$ cat config.mk
export PLATFORM = sky130hd
export DESIGN_NAME = stbs_engine_flat
export DESIGN_NICKNAME = d
export VERILOG_FILES = /design/src/sv/stbs_pkg.sv /design/src/sv/stbs_rsp_if.sv /design/src/sv/stbs_engine.sv /design/src/flat_wrapper.sv
export SDC_FILE = /design/constraint.sdc
export NUM_CORES = 1
export LEC_CHECK = 0
export ABC_AREA = 1
export BUFFER_PORTS_ARGS = -buffer_cell sky130_fd_sc_hd__buf_4
export CORE_ASPECT_RATIO = 0.8
export CORE_MARGIN = 2
export CORE_UTILIZATION = 50
export CTS_CLUSTER_SIZE = 25
export DETAILED_ROUTE_END_ITERATION = 8
export HOLD_SLACK_MARGIN = 0.15
export PLACE_DENSITY = 0.8
export SLEW_MARGIN = 20
export SYNTH_ARGS = -nofsm -noshare
export SYNTH_HDL_FRONTEND = slang
export SYNTH_SLANG_ARGS = --single-unit
$ cat constraint.sdc
create_clock -name clk -period 3.5 [get_ports clk]
set_input_delay 0.7 -clock clk [delete_from_list [all_inputs] [get_ports clk]]
set_output_delay 0.7 -clock clk [all_outputs]
set_load 0.03 [all_outputs]
$ cat src/sv/stbs_pkg.sv
`timescale 1ns / 1ps
// ----------------------------------------------------------------------------
// stbs_pkg: shared types and constants
// Item kinds, engine states and fixed field widths of the sorted-table search.
// ----------------------------------------------------------------------------
package stbs_pkg;

	// fixed widths of the channel and register fields
	localparam int COUNT_W = 11;
	localparam int INDEX_W = 10;
	localparam int KEY_W   = 32;

	// depth of the queue between front and engine
	localparam int QUEUE_DEPTH = 2;

	// opcode values of a request beat
	localparam logic OPC_WRITE  = 1'b0;
	localparam logic OPC_SEARCH = 1'b1;

	// what the front hands to the engine
	typedef enum logic [1:0] {
		KIND_WRITE,
		KIND_SEARCH,
		KIND_EMPTY
	} kind_t;

	typedef enum logic [1:0] {
		ENG_IDLE,
		ENG_PROBE,
		ENG_CMP,
		ENG_RESULT
	} eng_state_t;

endpackage

$ cat src/sv/stbs_rsp_if.sv
`timescale 1ns / 1ps
// ----------------------------------------------------------------------------
// stbs_rsp_if: result channel
// Valid/ready channel carrying one search result per beat.
// ----------------------------------------------------------------------------
interface stbs_rsp_if;
	logic                          valid;
	logic                          ready;
	logic                          found;
	logic [stbs_pkg::INDEX_W-1:0]  match_index;

	modport source (output valid, output found, output match_index, input ready);
	modport sink (input valid, input found, input match_index, output ready);
endinterface

$ cat src/sv/stbs_engine.sv
`timescale 1ns / 1ps
// ----------------------------------------------------------------------------
// stbs_engine: table writer and binary search sequencer
// Pops queue words, writes the table and runs probe/compare steps.
// ----------------------------------------------------------------------------
module stbs_engine #(
	parameter int TABLE_DEPTH = 1024,
	parameter int ENTRY_WIDTH = 32,
	parameter int QW          = 2 + 2 * $clog2(TABLE_DEPTH) + ENTRY_WIDTH
) (
	input  logic                           clk,
	input  logic                           arst_n,
	input  logic                           q_empty,
	input  logic [QW-1:0]                  q_dout,
	output logic                           q_pop,
	output logic                           ram_we,
	output logic [$clog2(TABLE_DEPTH)-1:0] ram_waddr,
	output logic [ENTRY_WIDTH-1:0]         ram_wdata,
	output logic                           ram_re,
	output logic [$clog2(TABLE_DEPTH)-1:0] ram_raddr,
	input  logic [ENTRY_WIDTH-1:0]         ram_rdata,
	stbs_rsp_if.source                     rsp
);

	localparam int AW = $clog2(TABLE_DEPTH);
	localparam int CW = $clog2(TABLE_DEPTH + 1);
	localparam int KW = $bits(stbs_pkg::kind_t);

	stbs_pkg::eng_state_t state_q, state_d;

	stbs_pkg::kind_t              q_kind;
	logic [AW-1:0]                q_addr;
	logic [ENTRY_WIDTH-1:0]       q_word;
	logic [AW-1:0]                q_hi;

	logic [CW-1:0]                lo_q;
	logic [AW-1:0]                hi_q;
	logic [AW-1:0]                mid_q;
	logic [ENTRY_WIDTH-1:0]       key_q;
	logic                         hit_q;

	logic [AW-1:0]                mid_c;
	logic [CW-1:0]                mid_plus;
	logic                         eq_c;
	logic                         lt_c;
	logic                         done_c;
	logic                         slot_free;
	logic                         out_load;

	logic                         out_valid_q;
	logic                         found_q;
	logic [stbs_pkg::INDEX_W-1:0] idx_q;

	assign q_kind = stbs_pkg::kind_t'(q_dout[QW-1 -: KW]);
	assign q_addr = q_dout[QW-KW-1 -: AW];
	assign q_word = q_dout[AW+ENTRY_WIDTH-1 -: ENTRY_WIDTH];
	assign q_hi   = q_dout[AW-1:0];

	// midpoint of the live range, lo never passes hi while probing
	assign mid_c    = AW'(lo_q) + ((hi_q - AW'(lo_q)) >> 1);
	assign mid_plus = CW'(mid_q) + CW'(1);
	assign eq_c     = (ram_rdata == key_q);
	assign lt_c     = (ram_rdata < key_q);

	always_comb begin
		if (eq_c) begin
			done_c = 1'b1;
		end else if (lt_c) begin
			done_c = (mid_plus > CW'(hi_q));
		end else begin
			done_c = (mid_q == '0) || (CW'(mid_q) == lo_q);
		end
	end

	assign slot_free = !out_valid_q || rsp.ready;

	// next state
	always_comb begin
		state_d = state_q;
		unique case (state_q)
			stbs_pkg::ENG_IDLE: begin
				if (!q_empty) begin
					unique case (q_kind)
						stbs_pkg::KIND_SEARCH: state_d = stbs_pkg::ENG_PROBE;
						stbs_pkg::KIND_EMPTY:  state_d = stbs_pkg::ENG_RESULT;
						default:               state_d = stbs_pkg::ENG_IDLE;
					endcase
				end
			end
			stbs_pkg::ENG_PROBE: state_d = stbs_pkg::ENG_CMP;
			stbs_pkg::ENG_CMP: begin
				state_d = done_c ? stbs_pkg::ENG_RESULT : stbs_pkg::ENG_PROBE;
			end
			stbs_pkg::ENG_RESULT: begin
				if (slot_free) begin
					state_d = stbs_pkg::ENG_IDLE;
				end
			end
			default: state_d = stbs_pkg::ENG_IDLE;
		endcase
	end

	// outputs
	always_comb begin
		q_pop    = 1'b0;
		ram_we   = 1'b0;
		ram_re   = 1'b0;
		out_load = 1'b0;
		unique case (state_q)
			stbs_pkg::ENG_IDLE: begin
				q_pop  = !q_empty;
				ram_we = !q_empty && (q_kind == stbs_pkg::KIND_WRITE);
			end
			stbs_pkg::ENG_PROBE:  ram_re   = 1'b1;
			stbs_pkg::ENG_RESULT: out_load = slot_free;
			default: ;
		endcase
	end

	assign ram_waddr = q_addr;
	assign ram_wdata = q_word;
	assign ram_raddr = mid_c;

	always_ff @(posedge clk or negedge arst_n) begin
		if (!arst_n) begin
			state_q     <= stbs_pkg::ENG_IDLE;
			lo_q        <= '0;
			hi_q        <= '0;
			hit_q       <= 1'b0;
			out_valid_q <= 1'b0;
		end else begin
			state_q <= state_d;
			if (q_pop && (q_kind != stbs_pkg::KIND_WRITE)) begin
				hit_q <= 1'b0;
				if (q_kind == stbs_pkg::KIND_SEARCH) begin
					lo_q <= '0;
					hi_q <= q_hi;
				end
			end
			if (state_q == stbs_pkg::ENG_CMP) begin
				if (eq_c) begin
					hit_q <= 1'b1;
				end else if (lt_c) begin
					lo_q <= mid_plus;
				end else if (mid_q != '0) begin
					hi_q <= mid_q - AW'(1);
				end
			end
			if (out_load) begin
				out_valid_q <= 1'b1;
			end else if (rsp.ready) begin
				out_valid_q <= 1'b0;
			end
		end
	end

	always_ff @(posedge clk) begin
		if (q_pop && (q_kind == stbs_pkg::KIND_SEARCH)) begin
			key_q <= q_word;
		end
		if (state_q == stbs_pkg::ENG_PROBE) begin
			mid_q <= mid_c;
		end
		if (out_load) begin
			found_q <= hit_q;
			idx_q   <= hit_q ? stbs_pkg::INDEX_W'(mid_q) : '0;
		end
	end

	assign rsp.valid       = out_valid_q;
	assign rsp.found       = found_q;
	assign rsp.match_index = idx_q;

`ifndef SYNTHESIS
	a_probe_in_range: assert property (@(posedge clk) disable iff (!arst_n)
		ram_re |-> (AW'(lo_q) <= mid_c) && (mid_c <= hi_q) && (lo_q <= CW'(hi_q)))
		else $error("probe outside live range");
	a_cmp_bounds: assert property (@(posedge clk) disable iff (!arst_n)
		state_q == stbs_pkg::ENG_CMP |-> (lo_q <= CW'(mid_q)) && (mid_q <= hi_q))
		else $error("compare step with midpoint outside range");
	a_miss_index_zero: assert property (@(posedge clk) disable iff (!arst_n)
		out_valid_q && !found_q |-> idx_q == '0)
		else $error("miss carries a nonzero index");
	a_load_free_slot: assert property (@(posedge clk) disable iff (!arst_n)
		out_load |=> out_valid_q)
		else $error("result lost at output register");
`endif

endmodule

$ cat src/flat_wrapper.sv
// flat-port wrapper written by rule: the top's interface ports become plain ports
module stbs_engine_flat 
#(
	parameter int TABLE_DEPTH = 1024,
	parameter int ENTRY_WIDTH = 32,
	parameter int QW          = 2 + 2 * $clog2(TABLE_DEPTH) + ENTRY_WIDTH
)
  (clk, arst_n, q_empty, q_dout, q_pop, ram_we, ram_waddr, ram_wdata, ram_re, ram_raddr, ram_rdata, rsp_valid, rsp_found, rsp_match_index, rsp_ready);
  stbs_rsp_if rsp_i ();
  input  logic clk;
  input  logic arst_n;
  input  logic q_empty;
  input  logic [QW-1:0] q_dout;
  output logic q_pop;
  output logic ram_we;
  output logic [$clog2(TABLE_DEPTH)-1:0] ram_waddr;
  output logic [ENTRY_WIDTH-1:0] ram_wdata;
  output logic ram_re;
  output logic [$clog2(TABLE_DEPTH)-1:0] ram_raddr;
  input  logic [ENTRY_WIDTH-1:0] ram_rdata;
  output wire logic [$bits(rsp_i.valid)-1:0] rsp_valid;
  output wire logic [$bits(rsp_i.found)-1:0] rsp_found;
  output wire logic [$bits(rsp_i.match_index)-1:0] rsp_match_index;
  input wire logic [$bits(rsp_i.ready)-1:0] rsp_ready;
  assign rsp_valid = rsp_i.valid;
  assign rsp_found = rsp_i.found;
  assign rsp_match_index = rsp_i.match_index;
  assign rsp_i.ready = rsp_ready;
  stbs_engine #(.TABLE_DEPTH(TABLE_DEPTH), .ENTRY_WIDTH(ENTRY_WIDTH), .QW(QW)) u_core (.clk(clk), .arst_n(arst_n), .q_empty(q_empty), .q_dout(q_dout), .q_pop(q_pop), .ram_we(ram_we), .ram_waddr(ram_waddr), .ram_wdata(ram_wdata), .ram_re(ram_re), .ram_raddr(ram_raddr), .ram_rdata(ram_rdata), .rsp(rsp_i));
endmodule
# [Word-level counts from Yosys, hierarchy flattened]
# Cells that the tools add are included.
[totals] regBits=78 input_bits=90 out_inout_bits=67 word_cells=65
[classes] n_addsub=4 magnitude_cmp=2 n_eq_ne=9 mux=27 n_reduce_logical=14
[op_table] cell="10-bit 2-to-1 mux" count=6
[op_table] cell="11-bit 2-to-1 mux" count=5
[op_table] cell="32-bit == test" count=1
[op_table] cell="32-bit less-than comparator" count=1
[op_table] cell="10-bit by 1-bit adder with 11-bit output, second input constant" count=1
[op_table] cell="10-bit by 11-bit == test with 1-bit output" count=1
[op_table] cell="11-bit by 10-bit greater-than comparator with 1-bit output" count=1
[op_table] cell="1-bit 2-to-1 mux" count=11
[op_table] cell="10-bit by 9-bit adder with 10-bit output" count=1
[op_table] cell="10-bit logical NOT" count=1
[op_table] cell="10-bit nonzero test" count=1
[op_table] cell="10-bit by 1-bit subtractor with 10-bit output, second input constant" count=1
[op_table] cell="10-bit subtractor" count=1
[op_table] cell="2-bit one-hot mux with 4 select lines" count=1
[op_table] cell="2-bit == test, second input constant" count=3
[op_table] cell="2-bit 2-to-1 mux" count=3
[op_table] cell="2-bit by 1-bit == test with 1-bit output, second input constant" count=2
[op_table] cell="2-bit logical NOT" count=2
[op_table] cell="2-bit one-hot mux with 2 select lines" count=1
[op_table] cell="2-bit nonzero test" count=2
[op_table] cell="1-bit logical AND" count=3
[op_table] cell="1-bit logical NOT" count=2
[op_table] cell="1-bit logical OR" count=2
[op_table] cell="2-bit by 1-bit inequality test with 1-bit output, second input constant" count=1
[op_table] cell="2 further kinds" count=2

# [Longest topological paths before layout]
[logic_depth] depth_word=8 mapped_depth=20 depth_no_buf=19

# [Least setup slack after synthesis]
# Ideal clock, no wire load.
[synth_path] path_type="register -> output" from="register u_core.lo_q[1]" to="output port ram_raddr[9]" arrival_ns=2.941 t_required_ns=2.800 path_slack_ns=-0.141 stages_incl_launch_ff=16 n_path_buf=0 path_cell_list="dfrtp_1 inv_1 ha_1 inv_1 nor3_1 a21oi_1 xor2_1 ha_1 a21oi_1 o21ai_0 a21oi_1 o21ai_0 nand2_1 nand2_1 a21oi_1 xor2_1"
[synth_via] elab_chain_cells=2
[synth_lines] item="start: declaration" line_no="stbs_engine.sv:36" text="logic [CW-1:0] lo_q;"
[synth_lines] item="start signal: assignment" line_no="stbs_engine.sv:144" text="lo_q <= mid_plus;"
[synth_lines] item="10-bit subtractor" line_no="stbs_engine.sv:60" text="assign mid_c = AW'(lo_q) + ((hi_q - AW'(lo_q)) >> 1);"
[synth_lines] item="10-bit by 9-bit adder with 10-bit output *" line_no="stbs_engine.sv:60"
[synth_lines] item="end: declaration" line_no="flat_wrapper.sv:19" text="output logic [$clog2(TABLE_DEPTH)-1:0] ram_raddr;"
# Every way passes the cells marked *; elsewhere a longest branch is shown, timed or not.

# [Worst setup path after layout]
[layout_path] from="register u_core.lo_q[1]" to="output port ram_raddr[8]"
# Same word-level chain as after synthesis.

==> impl_table.tex <==
\begin{tabular}{lr}
\hline
Metric & Value \\
\hline
\multicolumn{2}{l}{\textbf{Drt}} \\
Iter 0 DRT Violations & roughly 310 \\
Drc violations & 0 \\
Initial DRT Pass Iterations & 5 \\
Total number of vias & 4718 \\
Antenna Nets Post-Route & 0 \\
Total detailed-routing wirelength & 14100 um \\
Average wire per standard cell & 15.2 um \\
Via count normalized by instance count & roughly 5 \\
\multicolumn{2}{l}{\textbf{STA}} \\
Maximum operating frequency & 0.263 GHz \\
Post-layout min period & about 3.8 ns \\
Worst slew margin relative to its limit & 43.6\% \\
Maximum clock skew at final layout & 0.00655 ns \\
Period Utilization, post-route & 109\% \\
Worst-Margin Slew & 0.843 ns \\
Setup repair after global routing missed its margin & yes \\
Slew Viols, Final & 0 \\
Final Hold Vio Count & 0 \\
Final setup fails & 4 \\
Worst setup slack after layout & -0.304 ns \\
\multicolumn{2}{l}{\textbf{Floorplanning}} \\
Die area & approximately 12000 um2 \\
CORE AREA & about 11000 um2 \\
Number of primary I/O pins & 157 \\
Die span in y & slightly below 100 um \\
Die extent in x & 123 um \\
Row cnt & 34 \\
Effective utilization at floorplan & 51.9\% \\
\multicolumn{2}{l}{\textbf{Setup path}} \\
Chain of cells forming the critical path & buf\_4 > fa\_2 > inv\_1 > ha\_4 > fa\_2 > nand3\_1 > nand2\_1 > nand2\_1 > nand2\_1 > a21oi\_2 > inv\_1 > a21oi\_2 > o21ai\_2 > xor2\_2 > buf\_6 \\
Data arrival at the endpoint of the critical path & 3.10 ns \\
Worst setup path startpoint & u\_core.lo\_q[1]\$\_DFF\_PN0\_ \\
Cell with the most instances on the worst path & sky130\_fd\_sc\_hd\_\_nand2\_1 \\
Worst reg2reg setup slack & approximately 0.38 ns \\
Setup Crit Path Kind & reg -> out \\
Slowest library cell on the worst path & sky130\_fd\_sc\_hd\_\_fa\_2 \\
Required time of the worst setup path & 2.80 ns \\
Sort of element at the end of the critical path & primary output \\
Worst setup path endpoint & ram\_raddr[8] \\
Biggest fanout along the worst timing path & 2 \\
Startpoint type of the worst setup path & flop \\
Worst reg2reg endpoint & u\_core.mid\_q[8]\$\_DFFE\_PP\_ \\
Maximum single-stage delay on the critical path & around 0.52 ns \\
Reg-to-reg critical path startpoint & u\_core.lo\_q[1]\$\_DFF\_PN0\_ \\
R2r worst-path depth & 16 \\
\multicolumn{2}{l}{\textbf{Synth}} \\
Main synth FF type & sky130\_fd\_sc\_hd\_\_edfxtp\_1 \\
Fraction of post-synthesis cell area in the top cell type by area & around 28\% \\
Share of synthesized area occupied by flip-flops and latches & 38.9\% \\
Cell type contributing the most total cell area after synthesis & sky130\_fd\_sc\_hd\_\_edfxtp\_1 \\
Share of flip-flops with an asynchronous set or reset after synthesis & 32.1\% \\
Area of the mapped netlist & 5690 um2 \\
Avg Cell Area, Syn & 8.84 um2 \\
Synthesized net count & 800 \\
Post-synth EDFFs & 53 \\
Number of synthesis warnings & 0 \\
Cells after Synth & roughly 640 \\
Area contributors post-synth & sky130\_fd\_sc\_hd\_\_edfxtp\_1 (28\%), sky130\_fd\_sc\_hd\_\_ha\_1 (14\%), sky130\_fd\_sc\_hd\_\_dfrtp\_1 (11\%) \\
Post-synthesis register bit count & a little under 80 \\
Unique masters post-synth & 40 \\
\multicolumn{2}{l}{\textbf{Global route}} \\
First-pass GRT wire length & 22400 um \\
Number of global-route vias before repair & 4807 \\
Antenna violations before repair & 0 \\
Global Route Usage Sum & about a quarter \\
Gr ovfl total & 0 \\
Largest net degree at the start of global routing & 33 \\
\multicolumn{2}{l}{\textbf{Run status}} \\
Run status & complete, but fails checks \\
Violated checks & setup timing \\
\multicolumn{2}{l}{\textbf{Placement}} \\
Number of buffers inserted by port buffering & 136 \\
RePlAce Congestion & between 0.9 and 1 \\
DP Wirelength & 10600 um \\
Worst setup slack after placement & -0.150 ns \\
\multicolumn{2}{l}{\textbf{Layout}} \\
Sequential standard cell area & 2220 um2 \\
Number of diodes & 0 \\
Area of the multi-input gates & 2900 um2 \\
Fill cells & 827 \\
Fraction of final layout cells with drive strength greater than 1 & 34.1\% \\
Most common cell after layout, fill and taps aside & sky130\_fd\_sc\_hd\_\_buf\_4 \\
Area delta synth->final & 30.8\% \\
Final \#Nets & about 940 \\
Most frequent cells in the layout & sky130\_fd\_sc\_hd\_\_buf\_4 (169), sky130\_fd\_sc\_hd\_\_nand2\_1 (126), sky130\_fd\_sc\_hd\_\_inv\_1 (114) \\
\multicolumn{2}{l}{\textbf{Clocking}} \\
CTS sink cnt & 78 \\
Later-pin clock latency in the skew report & 0.33 ns \\
CTS Root Buffer Type & sky130\_fd\_sc\_hd\_\_clkbuf\_16 \\
CTS Hold Bufs & 0 \\
CTS tree & yes \\
CTS clk-pin slew, worst paths & around 0.060 ns \\
Number of buffers inserted during clock tree synthesis & 9 \\
Maximum root-to-sink buffer count & 2 \\
Clock H-tree levels & 3 \\
\multicolumn{2}{l}{\textbf{Min path}} \\
Path class of the lowest-slack min-delay path & in -> async \\
\multicolumn{2}{l}{\textbf{Flow run}} \\
Total of max-cap violations & 0 \\
\hline
\end{tabular}
==> cell usage after synthesis, types with 5 or more instances <==
master,n
sky130_fd_sc_hd__nand4_1,6
sky130_fd_sc_hd__xnor2_1,8
sky130_fd_sc_hd__ha_1,64
sky130_fd_sc_hd__a21oi_1,32
sky130_fd_sc_hd__nor2_1,32
sky130_fd_sc_hd__nand2_1,128
sky130_fd_sc_hd__buf_4,44
sky130_fd_sc_hd__nand2_2,5
sky130_fd_sc_hd__nand3_1,20
sky130_fd_sc_hd__nor2_4,6
sky130_fd_sc_hd__a31oi_2,7
sky130_fd_sc_hd__inv_1,119
sky130_fd_sc_hd__xor2_1,25
sky130_fd_sc_hd__nor3_1,5
sky130_fd_sc_hd__dfrtp_1,25
sky130_fd_sc_hd__o21ai_0,21
sky130_fd_sc_hd__o31ai_2,5
sky130_fd_sc_hd__edfxtp_1,53
==> kinds of logic after synthesis <==
logic type | synth area share (%)
buffers and inverters | 15.1
flip-flops | 38.9
adder cells (fa/ha/maj) | 14.8
AND/OR/NAND/NOR | 16.9
AO/OA/AOI/OAI | 9.27
XOR/XNOR | 5.08
==> registers in the layout, indices dropped and copies added (netlist names), 2 cells and up <==
name and cells:
u_core.key_q 32, u_core.mid_q 10, u_core.lo_q 11, u_core.hi_q 10, u_core.state_q 2, u_core.rsp.match_index 10
==> critical path: cells and delay by family, from the launching register on <==
kind / cells / cell delay (ns)
buf+inv: 4 / 0.45
xor+xnor: 1 / 0.18
fa+ha+maj: 3 / 1.04
flops: 1 / 0.39
simple gates: 4 / 0.32
compound gates: 3 / 0.38
==> through the flow <==
step	hold slack, ns	utilization (%)	instances	instance area, um2	setup TNS, ns
detailed placement	0.546	61.3	901	6730	-0.226
floorplan	0.404	-	644	5710	0
CTS	0.274	66.6	925	7310	-0.622
finish	0.274	67.9	929	7450	-0.714
global placement	0.522	61.3	901	6730	-0.0238
global route	0.283	67.9	929	7450	-1.43
==> how the worst min path moves through the flow <==
stage          slack [ns]                          from  depth (start not counted)                             to
2_1_floorplan        0.40                        arst_n                          0       u_core.hi_q[0]$_DFF_PN0_
3_3_place_gp         0.52     u_core.lo_q[10]$_DFF_PN0_                          2      u_core.lo_q[10]$_DFF_PN0_
3_5_place_dp         0.55  u_core.rsp.valid$_DFFE_PN0P_                          2   u_core.rsp.valid$_DFFE_PN0P_
4_1_cts              0.27                        arst_n                          1  u_core.state_q[1]$_DFFE_PN0P_
5_1_grt              0.28                        arst_n                          1  u_core.state_q[1]$_DFFE_PN0P_
6_report             0.27                        arst_n                          1  u_core.state_q[1]$_DFFE_PN0P_
==> per-layer routing <==
| layer | GRT usage, % | wire length, um |
|---|---|---|
| met4 | 7.34 | 249 |
| met1 | 30.1 | 6070 |
| met2 | 40.6 | 7030 |
| met5 | 0 | 0 |
| met3 | 4.13 | 755 |
==> timing repair <==
item	in CTS	in global routing
pin swaps	15	16
endpoints found under the setup margin	5	6
gates resized for setup	37	21
gates cloned	0	0
setup buffers	9	6
==> final cells by class <==
cell class	instances	area share [%]
Clock buffer	12	3.44
Timing Repair Buffer	175	17.9
Sequential cell	78	29.8
Multi-Input combinational cell	392	38.9
Tap cell	144	2.42
Inverter	124	6.27
Clock inverter	4	1.26
Power is not shown: default switching activity piles up to over one toggle a cycle in this logic, so the estimate is an artifact.
