**config.mk**
```make
export PLATFORM = sky130hd
export DESIGN_NAME = stbs_queue
export DESIGN_NICKNAME = d
export VERILOG_FILES = /design/src/sv/stbs_queue.sv
export SDC_FILE = /design/constraint.sdc
export NUM_CORES = 1
export LEC_CHECK = 0
export BUFFER_PORTS_ARGS = -buffer_cell sky130_fd_sc_hd__buf_2
export CORE_AREA = 4 4 95 97
export CTS_CLUSTER_SIZE = 12
export DETAILED_ROUTE_END_ITERATION = 12
export DIE_AREA = 0 0 99 101
export PLACE_DENSITY = 0.77
export SYNTH_ARGS = -nofsm -noshare
export SYNTH_HDL_FRONTEND = slang
export SYNTH_SLANG_ARGS = --single-unit
```
**constraint.sdc**
```tcl
create_clock -name clk -period 2.97 [get_ports clk]
set_clock_uncertainty 0.1 [all_clocks]
set_input_delay 0.7425 -clock clk [delete_from_list [all_inputs] [get_ports clk]]
set_output_delay 0.7425 -clock clk [all_outputs]
set_load 0.005 [all_outputs]
```
**src/sv/stbs_queue.sv**
```systemverilog
`timescale 1ns / 1ps
// ----------------------------------------------------------------------------
// stbs_queue: small first-word-fall-through queue
// Decouples request intake from the search engine.
// ----------------------------------------------------------------------------
module stbs_queue #(
	parameter int WIDTH = 48,
	parameter int DEPTH = 2
) (
	input  logic             clk,
	input  logic             arst_n,
	input  logic             push,
	input  logic [WIDTH-1:0] din,
	input  logic             pop,
	output logic [WIDTH-1:0] dout,
	output logic             full,
	output logic             empty
);

	localparam int PW = (DEPTH > 1) ? $clog2(DEPTH) : 1;
	localparam int FW = $clog2(DEPTH + 1);

	logic [WIDTH-1:0] mem_q [DEPTH];
	logic [PW-1:0]    wr_ptr_q;
	logic [PW-1:0]    rd_ptr_q;
	logic [FW-1:0]    fill_q;

	always_ff @(posedge clk) begin
		if (push) begin
			mem_q[wr_ptr_q] <= din;
		end
	end

	always_ff @(posedge clk or negedge arst_n) begin
		if (!arst_n) begin
			wr_ptr_q <= '0;
			rd_ptr_q <= '0;
			fill_q   <= '0;
		end else begin
			if (push) begin
				wr_ptr_q <= (wr_ptr_q == PW'(DEPTH - 1)) ? '0 : wr_ptr_q + PW'(1);
			end
			if (pop) begin
				rd_ptr_q <= (rd_ptr_q == PW'(DEPTH - 1)) ? '0 : rd_ptr_q + PW'(1);
			end
			if (push && !pop) begin
				fill_q <= fill_q + FW'(1);
			end else if (pop && !push) begin
				fill_q <= fill_q - FW'(1);
			end
		end
	end

	assign dout  = mem_q[rd_ptr_q];
	assign full  = (fill_q == FW'(DEPTH));
	assign empty = (fill_q == '0);

`ifndef SYNTHESIS
	a_no_overflow: assert property (@(posedge clk) disable iff (!arst_n)
		full |-> !push || pop)
		else $error("queue push while full");
	a_no_underflow: assert property (@(posedge clk) disable iff (!arst_n)
		empty |-> !pop)
		else $error("queue pop while empty");
	a_fill_bound: assert property (@(posedge clk) disable iff (!arst_n)
		fill_q <= FW'(DEPTH))
		else $error("queue fill count past depth");
`endif

endmodule

```
## Yosys cells after proc, flatten, opt, wreduce, memory -nomap -nowiden

Memory sizes are Yosys's and may differ from the RTL's.
Index checks and enable logic that the tools add are counted.
W data, S select, Z words.

- Add/sub/neg operators: 4
- Eq/ne operators: 1
- Mux-type cells: 6
- Reductions and logical operators: 6

Operators by type and width:

| kind | count |
|---|---|
| $mux W1 | 4 |
| $mux W2 | 2 |
| $add A1 B1 Y1 const B | 2 |
| $add A2 B1 Y2 const B | 1 |
| $eq A2 B2 Y1 const B | 1 |
| $logic_and A1 B1 Y1 | 2 |
| $logic_not A1 Y1 | 2 |
| $logic_not A2 Y1 | 1 |
| $reduce_bool A2 Y1 | 1 |
| $sub A2 B1 Y2 const B | 1 |

- Bits in registers: 4
- Memory bits (writable): 96
- Input bits: 52
- Output and inout bits: 50
- Memories: 1

Memory list:

| memory | words | bits a word | rd ports | clocked after Yosys merged registers in | wr ports | line | source |
|---|---|---|---|---|---|---|---|
| mem_q | 2 | 48 | 1 | 0 | 1 | 23 | `logic [WIDTH-1:0] mem_q [DEPTH];` |

## Depth between registers and ports, before layout

Gate-level depths: netlist of run 1.

- Depth after elaboration: 4
- Mapped depth: 5
- Depth with buffers taken out: 5

## Least setup slack after synthesis of run 1

OpenSTA, ideal clock, no wires.

- Path kind: input to register
- From: in push
- To: mem mem_q[0][0], enable pin
- Setup time: 459 ps
- Data arrival time: 2874 ps
- Slack: -463 ps
- Cell stages on the path: 1
- Path buffers: 0
- Path through: nor2b_1

- Cells in the longest elaborated chain, start to end: 2

RTL lines:

| what | line | source |
|---|---|---|
| from (decl) | 12 | `input logic push,` |
| $mux W1 | 29 | `if (push) begin` |
| $mux W1 (not written as such) | 30 | `mem_q[wr_ptr_q] <= din;` |
| to (decl) | 23 |  |

Every way passes these cells.

## Worst setup path after layout of run 1

- From: reg rd_ptr_q
- To: out dout[29]

- Cells in the longest elaborated chain, start to end: 1

RTL lines:

| what | line | source |
|---|---|---|
| from (decl) | 25 | `logic [PW-1:0] rd_ptr_q;` |
| from (signal assigned) | 44 | `rd_ptr_q <= (rd_ptr_q == PW'(DEPTH - 1)) ? '0 : rd_ptr_q + PW'(1);` |
| $mem_v2 Z2 W48 | n/a |  |
| to (decl) | 15 | `output logic [WIDTH-1:0] dout,` |

Every way passes these cells.

==> impl_metrics.py, run 1 <==
metrics = {
    "critical_path": {
        "critical_path.cell_chain": "buf_4, mux2_2, buf_2",
        "crit_path_start_kind": "register",
        "crit_path_end_kind": "output port",
        "worstPathMaxFanout": 18,
        "required_ps": 2130,
        "cp_data_arrival_time_ps": 1510,
        "slowest_stage": "dfrtp_2",
        "r2r_slack_ps": 1320,
        "critPathKind": "register to output port",
        "critPathMaxStageDelay_ps": 390,
    },
    "global_route": {
        "grt_pass1_vias": 1957,
        "grtUsageMet2_pct": 20.7,
        "overflow": 0,
        "met3_usage_pct": 3.88,
        "grt_use_total_pct": 12.2,
        "grt_max_degree": 32,
        "antenna_found_initial": 0,
        "met1_usage_pct": 14.7,
        "grt_pass1_wl_um": 9120,
        "top_usage_layer": "met2",
    },
    "cells_and_area": {
        "fillers": 652,
        "nets": 330,
        "design_area_um2": 4570,
        "drive_above_1_share_pct": 61.2,
        "antenna_cells": 0,
        "synthToLayoutAreaGrowth_pct": 23.6,
    },
    "route": {
        "routed_wl_um": 6000,
        "vias_per_cell": 4.76,
        "remaining_drc_errors": 0,
        "drt-pass1-iter-count": 4,
        "wire_per_inst_um": 15.5,
        "ant_nets": 0,
        "drtIter0Drc": 62,
        "vias": 1837,
    },
    "sta": {
        "setup_violations": 0,
        "fin_crit_sh_pct": 79.2,
        "min_period_ps": 2350,
        "rsz0062_at_grt": "no",
        "tightest_slew_ps": 582,
        "worst_slack_ps": 619,
        "finalMaxSlewViolations": 0,
        "max_freq_mhz": 425,
        "relSlewSlack_pct": 61.2,
        "setup_tns_ps": 0,
        "hold_viol": 0,
    },
    "clock_tree": {
        "clk_latency_ps": 340,
        "clkSlewWorstSetupHoldPaths_ps": 80,
        "numCtsBuffers": 9,
        "hold_buffers": 0,
        "cts_root_buf": "clkbuf_8",
        "ctsResizeCount": 0,
        "htree_levels": 3,
        "clock-sinks": 100,
        "cts_tree": "yes",
        "cts.path.max_buffers": 2,
        "cts_setup_buffers": 0,
    },
    "placement": {
        "place_ws_ps": 845,
        "port_buffers": 101,
        "post_dp_cell_area_um2": 4360,
        "gp_congestion": 0.678,
        "dpl.hpwl_um": 4180,
    },
    "die": {
        "std_cell_rows": 33,
        "die_h_um": 101,
        "io_pins": 102,
        "floorplan.initialDensity_pct": 45.4,
        "dieArea_um2": 10000,
        "core_area_um2": 8130,
        "die_w_um": 99,
    },
    "synthesis": {
        "synth_warnings": 0,
        "syn_inst": 165,
        "ys_seq_area_share_pct": 80.7,
        "syn_avg_cell_area_um2": 22.4,
        "ys_ff_latch": 100,
        "synthesis.nets": 218,
        "synth_cell_type_count": 14,
        "netlist_area_um2": 3700,
    },
    "run_status": {
        "status": "finished clean",
    },
    "min_path": {
        "min_path_type": "input pin to asynchronous set/reset pin",
    },
    "power_and_ir_drop": {
        "p_leak_nw": 1.77,
        "powerDensity_nw_per_um2": 877,
        "ir_worst_vdd_uv": 456,
    },
    "flow_run": {
        "maxCapViolCount": 0,
    },
}
==> report_power, final <==
group          internal, mW  total [mW]  leakage [nW]  switching (mW)
Sequential             1.87        1.95         0.947          0.0794
Combinational         0.623        1.15         0.714           0.529
Clock                 0.471       0.904         0.109           0.432
==> logic make-up after synthesis <==
| kind of cell | after synthesis | share of synthesized area [%] |
|---|---|---|
| and+or+nand+nor | 5 | 0.711 |
| xor gates and xnor gates | 5 | 1.18 |
| DFF | 100 | 80.7 |
| adders and majority gates | 1 | 0.338 |
| buffers and inverters | 6 | 1.42 |
| muxes | 48 | 15.6 |
==> layout by cell type (no fill, tap or decap), drive strengths merged <==
master  synthesis  final
bufinv          0      2
mux2           48     48
clkinv          0      3
xor2            4      4
buf             5    106
xnor2           1      1
edfxtp         96     96
nor2            2      2
ha              1      1
nor2b           2      2
clkbuf          0      9
dfrtp           4      4
inv             1      2
and2            1      1
==> critical path, delay by kind of cell (launching register included) <==
| kind | cells | cell delay (ps) |
|---|---|---|
| flops | 1 | 390 |
| mux | 1 | 380 |
| buf+inv | 2 | 400 |
==> registers in the layout, summed over array words and instances (netlist names) <==
register,flops
wr_ptr_q,1
rd_ptr_q,1
fill_q,2
mem_q,96
==> Yosys cell counts <==
cell type	instances	share of area [%]
edfxtp_1	96	78
mux2_2	38	12
mux2_4	10	4.1
dfrtp_1	4	2.7
xor2_1	4	0.95
buf_4	3	0.61
nor2_1	2	0.20
nor2b_1	2	0.34
and2_1	1	0.17
buf_6	1	0.30
buf_8	1	0.41
ha_1	1	0.34
inv_1	1	0.10
xnor2_1	1	0.24
==> metrics by stage <==
stage	power, mW	utilization [%]	hold slack [ps]	std cells
6_report	4.01	56.2	88.7	386
5_1_grt	4.23	56.2	72.6	386
4_1_cts	4.08	56.2	72.9	386
3_5_place_dp	3.18	53.6	384	371
3_3_place_gp	3.16	53.6	378	371
2_1_floorplan	2.71	-	347	165
==> area by class of cell <==
class	count	area [µm²]	share of cell area [%]
multi-input combinational	59	669	14.7
timing repair buffer	106	568	12.4
clock inverter	6	87.6	1.92
clock buffer	9	124	2.71
tap	105	131	2.88
inverter	1	3.75	0.0822
sequential	100	2980	65.3
==> final timing paths <==
kind | startpoint | end | cells after the start
setup / recovery | rd_ptr_q | dout[29] | 3
hold / removal | arst_n | fill_q[0] | 1
setup reg to reg | wr_ptr_q | mem_q[1][36] | 2
hold reg to reg | fill_q[1] | fill_q[1] | 1
max in group asynchronous | arst_n | rd_ptr_q | 1
min in group clk | fill_q[1] | fill_q[1] | 1
==> routing by layer <==
metal  wire length, µm  part of all wire [%]  vias up
li1                  -                     -      867
met1              2390                    40      893
met2              3070                    51       69
met3               449                   7.5        8
met4                85                   1.4        0
met5                 0                     0        -
(Power assumes the default switching activity.)
==> inputs of run 2 (changes only) <==
Settings changed: ABC_AREA set to 1.
Clock period 2.97 ns to 1.97 ns, I/O delays scaled along.
==> run 2 against run 1 <==
The run now ends with negative setup slack left. Clock-buffer cell count up 3. Die area unchanged. Total power up 70%. Setup slack worse by 780 ps. Sequential cell count unchanged. Final cell count up 5.4%. Sequential share of layout area down 5.7 points. Hold slack better by 130 ps. Synthesized area up 0.54%. Via count up 9.3%. Largest cell class unchanged.
==> impl_metrics.py, run 2 <==
metrics = {
    "cells_and_area": {
        "drive_above_1_share_pct": 59.6,
        "regMostFlops": "mem_q",
        "antenna_cells": 0,
        "nets": 350,
        "final_common_cell": "edfxtp_1",
        "largestRegisters": "mem_q: 96 flops, fill_q: 2 flops",
        "fin_cells": 407,
        "largest_reg_flops": 96,
        "synthToLayoutAreaGrowth_pct": 34.7,
        "layout_common_cells": "edfxtp_1 (96), buf_2 (74), buf_6 (29), mux2_4 (28), mux2_2 (20)",
        "fillers": 598,
    },
    "sta": {
        "hold_viol": 0,
        "fin_crit_sh_pct": 108,
        "worst_slack_ps": -165,
        "setup_tns_ps": -6650,
        "rsz0062_at_grt": "yes",
        "max_freq_mhz": 468,
        "min_period_ps": 2130,
        "setup_violations": 48,
        "relSlewSlack_pct": 73.9,
        "finalMaxSlewViolations": 0,
        "tightest_slew_ps": 390,
    },
    "global_route": {
        "grt_max_degree": 30,
        "antenna_found_initial": 0,
        "grt_pass1_wl_um": 11100,
        "grt_use_total_pct": 14.9,
        "grt_pass1_vias": 2178,
        "overflow": 0,
    },
    "route": {
        "routed_wl_um": 7050,
        "vias": 2007,
        "remaining_drc_errors": 0,
        "wire_per_inst_um": 17.3,
        "drt-pass1-iter-count": 4,
        "drtIter0Drc": 48,
        "vias_per_cell": 4.93,
        "ant_nets": 0,
    },
    "clock_tree": {
        "clkSlewWorstSetupHoldPaths_ps": 90,
        "numCtsBuffers": 9,
        "cts.path.max_buffers": 2,
        "clock-sinks": 100,
        "clk_latency_ps": 350,
        "cts_tree": "yes",
        "cts_root_buf": "clkbuf_8",
        "htree_levels": 3,
    },
    "synthesis": {
        "ys_seq_area_share_pct": 80.3,
        "synthAdderAreaFrac_pct": 0.337,
        "netlist_area_um2": 3720,
        "yosysTopAreaCell": "edfxtp_1",
        "syn_avg_cell_area_um2": 21.4,
        "synthMuxAreaShare_pct": 15.6,
        "synth_simple_gate_area_share_pct": 1.11,
        "synth_xor_area_share_pct": 0.707,
        "synth-edff-count": 96,
        "synthesis.nets": 227,
        "synth-compound-area-share_pct": 0,
        "synth_warnings": 0,
        "synth_cell_type_count": 15,
        "synth_area_leaders": "edfxtp_1 (78%), mux2_2 (12%), mux2_4 (4.0%)",
        "syn_inst": 174,
        "synth_top_family_by_area": "multiplexers",
        "ys_ff_latch": 100,
        "synthArstFlopShare_pct": 4.00,
        "synthFlopType": "edfxtp_1",
        "yosys.area.top_type_share_pct": 77.6,
        "ys_top_cells_by_count": "edfxtp_1 (96), mux2_2 (38), mux2_4 (10)",
        "yosys.cell_count.top_type": "edfxtp_1",
    },
    "critical_path": {
        "required_ps": 1380,
        "cp_data_arrival_time_ps": 1540,
        "crit_path_start_kind": "register",
        "critPathMaxStageDelay_ps": 420,
        "worstPathMaxFanout": 9,
        "critPathKind": "register to output port",
        "critical_path.cell_chain": "buf_6, buf_12, mux2_2, buf_2",
        "crit_path_end_kind": "output port",
        "slowest_stage": "dfrtp_2",
    },
    "placement": {
        "gp_congestion": 0.685,
        "dp.cells": 381,
        "place_ws_ps": 201,
        "dpl.hpwl_um": 4540,
        "port_buffers": 101,
    },
    "die": {
        "std_cell_rows": 33,
        "core_area_um2": 8130,
        "die_h_um": 101,
        "floorplan.initialDensity_pct": 45.7,
        "die_w_um": 99,
        "io_pins": 102,
        "dieArea_um2": 10000,
    },
    "flow_run": {
        "maxCapViolCount": 0,
    },
    "power_and_ir_drop": {
        "ir_worst_vdd_uv": 658,
        "powerDensity_nw_per_um2": 1360,
        "p_leak_nw": 2.00,
    },
    "run_status": {
        "violations": "negative setup slack",
        "status": "complete, but fails checks",
    },
    "min_path": {
        "min_path_type": "input pin to register",
    },
}
==> run 2: layer usage <==
| metal | global-route usage (%) | up-vias | share of wire [%] |
|---|---|---|---|
| met5 | 0 | - | 0 |
| met2 | 26.5 | 88 | 52 |
| li1 | - | 918 | - |
| met1 | 16.8 | 991 | 39 |
| met4 | 5.67 | 0 | 1.4 |
| met3 | 4.64 | 10 | 6.8 |
==> run 2: where the power goes <==
group          leakage (nW)  internal (mW)  total [mW]  switching [mW]
clock                0.0812          0.470        1.13           0.660
sequential            0.947           2.82        2.96           0.141
combinational         0.971           1.68        2.74            1.06
total                  2.00           4.97        6.83            1.86
==> run 2: worst paths after layout <==
check                           depth (start not counted)      endpoint       from  slack [ps]
worst max register to register                          3  mem_q[1][24]   wr_ptr_q         420
worst min-delay path                                    1  mem_q[0][39]    din[39]         220
min in group asynchronous                               2     fill_q[0]     arst_n         360
max in group asynchronous                               2      rd_ptr_q     arst_n        1280
worst min register to register                          2     fill_q[1]  fill_q[1]         420
worst max-delay path                                    4       dout[9]   rd_ptr_q        -160
==> run 2: cells by family after synthesis <==
| kind of cell | after synthesis |
|---|---|
| DFF | 100 |
| muxes | 48 |
| buffers and inverters | 12 |
| and+or+nand+nor | 10 |
| xor gates and xnor gates | 3 |
| adders and majority gates | 1 |
==> run 2: area by class of cell <==
cell class / instances / area, µm² / area share (%)
tap: 105 / 131 / 2.62
clock buffer: 12 / 135 / 2.70
clock inverter: 4 / 33.8 / 0.675
multi-input combinational: 62 / 733 / 14.6
timing repair buffer: 117 / 960 / 19.2
sequential: 100 / 2980 / 59.6
inverter: 7 / 30.0 / 0.600
==> run 2: critical path: cells and delay by family (launching register included) <==
family	cells	cell delay [ps]
flip-flops	1	420
buffers and inverters	3	410
multiplexers	1	340
==> run 2: stage by stage <==
step / power, mW / util [%] / instance area [µm²] / hold slack [ps]
floorplan: 4.09 / - / 3730 / 96.9
global route: 7.20 / 61.6 / 5010 / 190
detailed placement: 4.88 / 54.4 / 4420 / 203
CTS: 6.66 / 59.9 / 4880 / 197
finish: 6.83 / 61.6 / 5010 / 216
global placement: 4.83 / 54.4 / 4420 / 206
==> run 2: timing repair <==
action	4_1_cts	5_1_grt
hold buffers	1	0
endpoints found under the hold margin	4	0
gates resized for setup	26	25
endpoints found under the setup margin	46	48
buffers inserted	4	1
gates cloned	4	0
==> inputs of run 3 (changes only) <==
Settings changed: CORE_AREA 4 4 95 97 to 2 2 93 95, DIE_AREA 0 0 99 101 to 0 0 95 97, SETUP_SLACK_MARGIN set to 0.5.
==> run 3 against run 2 <==
The run still ends with negative setup slack left. Sequential cell count did not move. Utilization increased by 1.6 points. Final cell count fell by 1.2%. First-iteration DRC count increased by 54%. Clock-buffer cell count fell by 3. Routed wire length fell by 8.9%. Largest power group unchanged. Die area fell by 7.8%. Largest cell class unchanged.
==> impl_metrics.py, run 3 (synthesized netlist as in run 2, its figures left out) <==
metrics = {
    "cells_and_area": {
        "largestRegisters": "mem_q: 96 flops, fill_q: 2 flops",
        "largest_reg_flops": 96,
        "fillers": 588,
        "seqCellArea_um2": 2980,
        "drive_above_1_share_pct": 61.3,
        "fin_cells": 402,
        "nets": 345,
        "regMostFlops": "mem_q",
        "layout_common_cells": "edfxtp_1 (96), buf_2 (55), mux2_4 (47), buf_6 (46), clkbuf_8 (9)",
        "multiInputGateArea_um2": 823,
        "final_common_cell": "edfxtp_1",
        "antenna_cells": 0,
        "synthToLayoutAreaGrowth_pct": 38.2,
    },
    "power_and_ir_drop": {
        "sw_frac_of_total_pct": 26.9,
        "powerDensity_nw_per_um2": 1370,
        "ir_worst_vdd_uv": 689,
        "pwr-share-seq_pct": 42.4,
        "p_int_mw": 5.14,
        "p_sw_mw": 1.89,
        "clock_power_share_pct": 18.9,
        "pwr-share-comb_pct": 38.7,
        "p_leak_nw": 2.08,
    },
    "global_route": {
        "overflow": 0,
        "met3_usage_pct": 3.35,
        "antenna_found_initial": 0,
        "met1_usage_pct": 16.5,
        "grtUsageMet2_pct": 23.3,
        "top_usage_layer": "met2",
        "grt_use_total_pct": 13.9,
        "grt_max_degree": 33,
        "grt_pass1_vias": 1999,
        "grt_pass1_wl_um": 9520,
    },
    "die": {
        "die_h_um": 97,
        "std_cell_rows": 33,
        "dieArea_um2": 9220,
        "core_area_um2": 8130,
        "die_w_um": 95,
        "floorplan.initialDensity_pct": 45.7,
        "io_pins": 102,
    },
    "critical_path": {
        "cp-startpoint": "rd_ptr_q",
        "crit_path_end_kind": "output port",
        "critPathKind": "register to output port",
        "worstPathMaxFanout": 20,
        "required_ps": 1380,
        "cp_data_arrival_time_ps": 1480,
        "r2r_start": "wr_ptr_q",
        "crit_path_start_kind": "register",
    },
    "sta": {
        "min_period_ps": 2070,
        "rsz0062_at_grt": "yes",
        "finalMaxSlewViolations": 0,
        "tightest_slew_ps": 300,
        "worst_slack_ps": -105,
        "whs_ps": 220,
        "setup_violations": 48,
        "relSlewSlack_pct": 80.0,
        "fin_crit_sh_pct": 105,
        "max_freq_mhz": 482,
        "hold_viol": 0,
    },
    "route": {
        "remaining_drc_errors": 0,
        "ant_nets": 0,
        "vias_per_cell": 4.81,
        "routed_wl_um": 6420,
        "vias": 1935,
        "drt-pass1-iter-count": 4,
        "drtIter0Drc": 74,
        "wire_per_inst_um": 16.0,
    },
    "clock_tree": {
        "cts_root_buf": "clkbuf_8",
        "clk_latency_ps": 350,
        "clock-sinks": 100,
        "cts.path.max_buffers": 2,
        "clkSlewWorstSetupHoldPaths_ps": 100,
        "numCtsBuffers": 9,
        "cts_tree": "yes",
        "htree_levels": 3,
    },
    "flow_run": {
        "maxCapViolCount": 0,
    },
    "run_status": {
        "status": "complete, but fails checks",
        "violations": "negative setup slack",
    },
    "placement": {
        "port_buffers": 101,
        "dp.cells": 381,
        "gp_congestion": 0.669,
        "dpl.hpwl_um": 4130,
        "place_ws_ps": 259,
    },
    "min_path": {
        "hold_start": "din[12]",
        "min_path_type": "input pin to register",
    },
}
-- run 3: power groups by stage --
stage	Clock, mW	Sequential (mW)	Combinational (mW)
floorplan	0	2.99	1.29
CTS	1.38	2.97	2.38
global route	1.45	3.03	2.90
global placement	0	3.00	1.98
detailed placement	0	3.03	2.00
finish	1.33	2.98	2.72
-- run 3: final cells by class --
| type | count | share of cell area [%] |
|---|---|---|
| well taps | 105 | 2.56 |
| clock buffers | 9 | 2.41 |
| flip-flops and latches | 100 | 58.1 |
| repair buffers | 112 | 18.4 |
| inverters | 7 | 0.828 |
| multi-input cells | 62 | 16.0 |
| clock inverters | 7 | 1.66 |
-- run 3: path summary, 6_finish.rpt --
| path | endpoint | slack, ps | depth (start not counted) |
|---|---|---|---|
| max | dout[31] | -100 | 3 |
| min | mem_q[0][12] | 220 | 1 |
| max reg2reg | mem_q[1][3] | 610 | 3 |
| min reg2reg | fill_q[1] | 460 | 2 |
| max in group asynchronous | rd_ptr_q | 1270 | 2 |
| min in group asynchronous | wr_ptr_q | 370 | 2 |
-- run 3: metrics by stage --
step / cell area (µm²) / TNS [ps] / total power, mW / utilization, %
4_1_cts: 4930 / -4860 / 6.73 / 60.7
2_1_floorplan: 3840 / 0 / 4.28 / -
6_report: 5140 / -3820 / 7.03 / 63.1
3_3_place_gp: 4520 / 0 / 4.98 / 55.5
5_1_grt: 5140 / -6280 / 7.38 / 63.1
3_5_place_dp: 4520 / 0 / 5.02 / 55.5
-- run 3: worst max-delay path, stage by stage, from the launching register on --
cell	delay [ps]
dfrtp_2	450
buf_12	210
mux2_4	330
buf_6	120
-- run 3: what timing repair did --
item / in CTS / in global routing
hold buffers: 1 / 0
gates resized for setup: 31 / 34
pin swaps: 0 / 2
endpoints found under the setup margin: 50 / 50
gates cloned: 0 / 1
buffers inserted: 2 / 1
hold endpoints to repair: 4 / 0
-- run 3: per-layer routing --
| metal | part of all wire, % | routed length, µm | vias up |
|---|---|---|---|
| li1 | - | - | 901 |
| met1 | 41 | 2610 | 947 |
| met2 | 51 | 3300 | 75 |
| met3 | 6.1 | 394 | 12 |
| met4 | 2.0 | 127 | 0 |
| met5 | 0 | 0 | - |
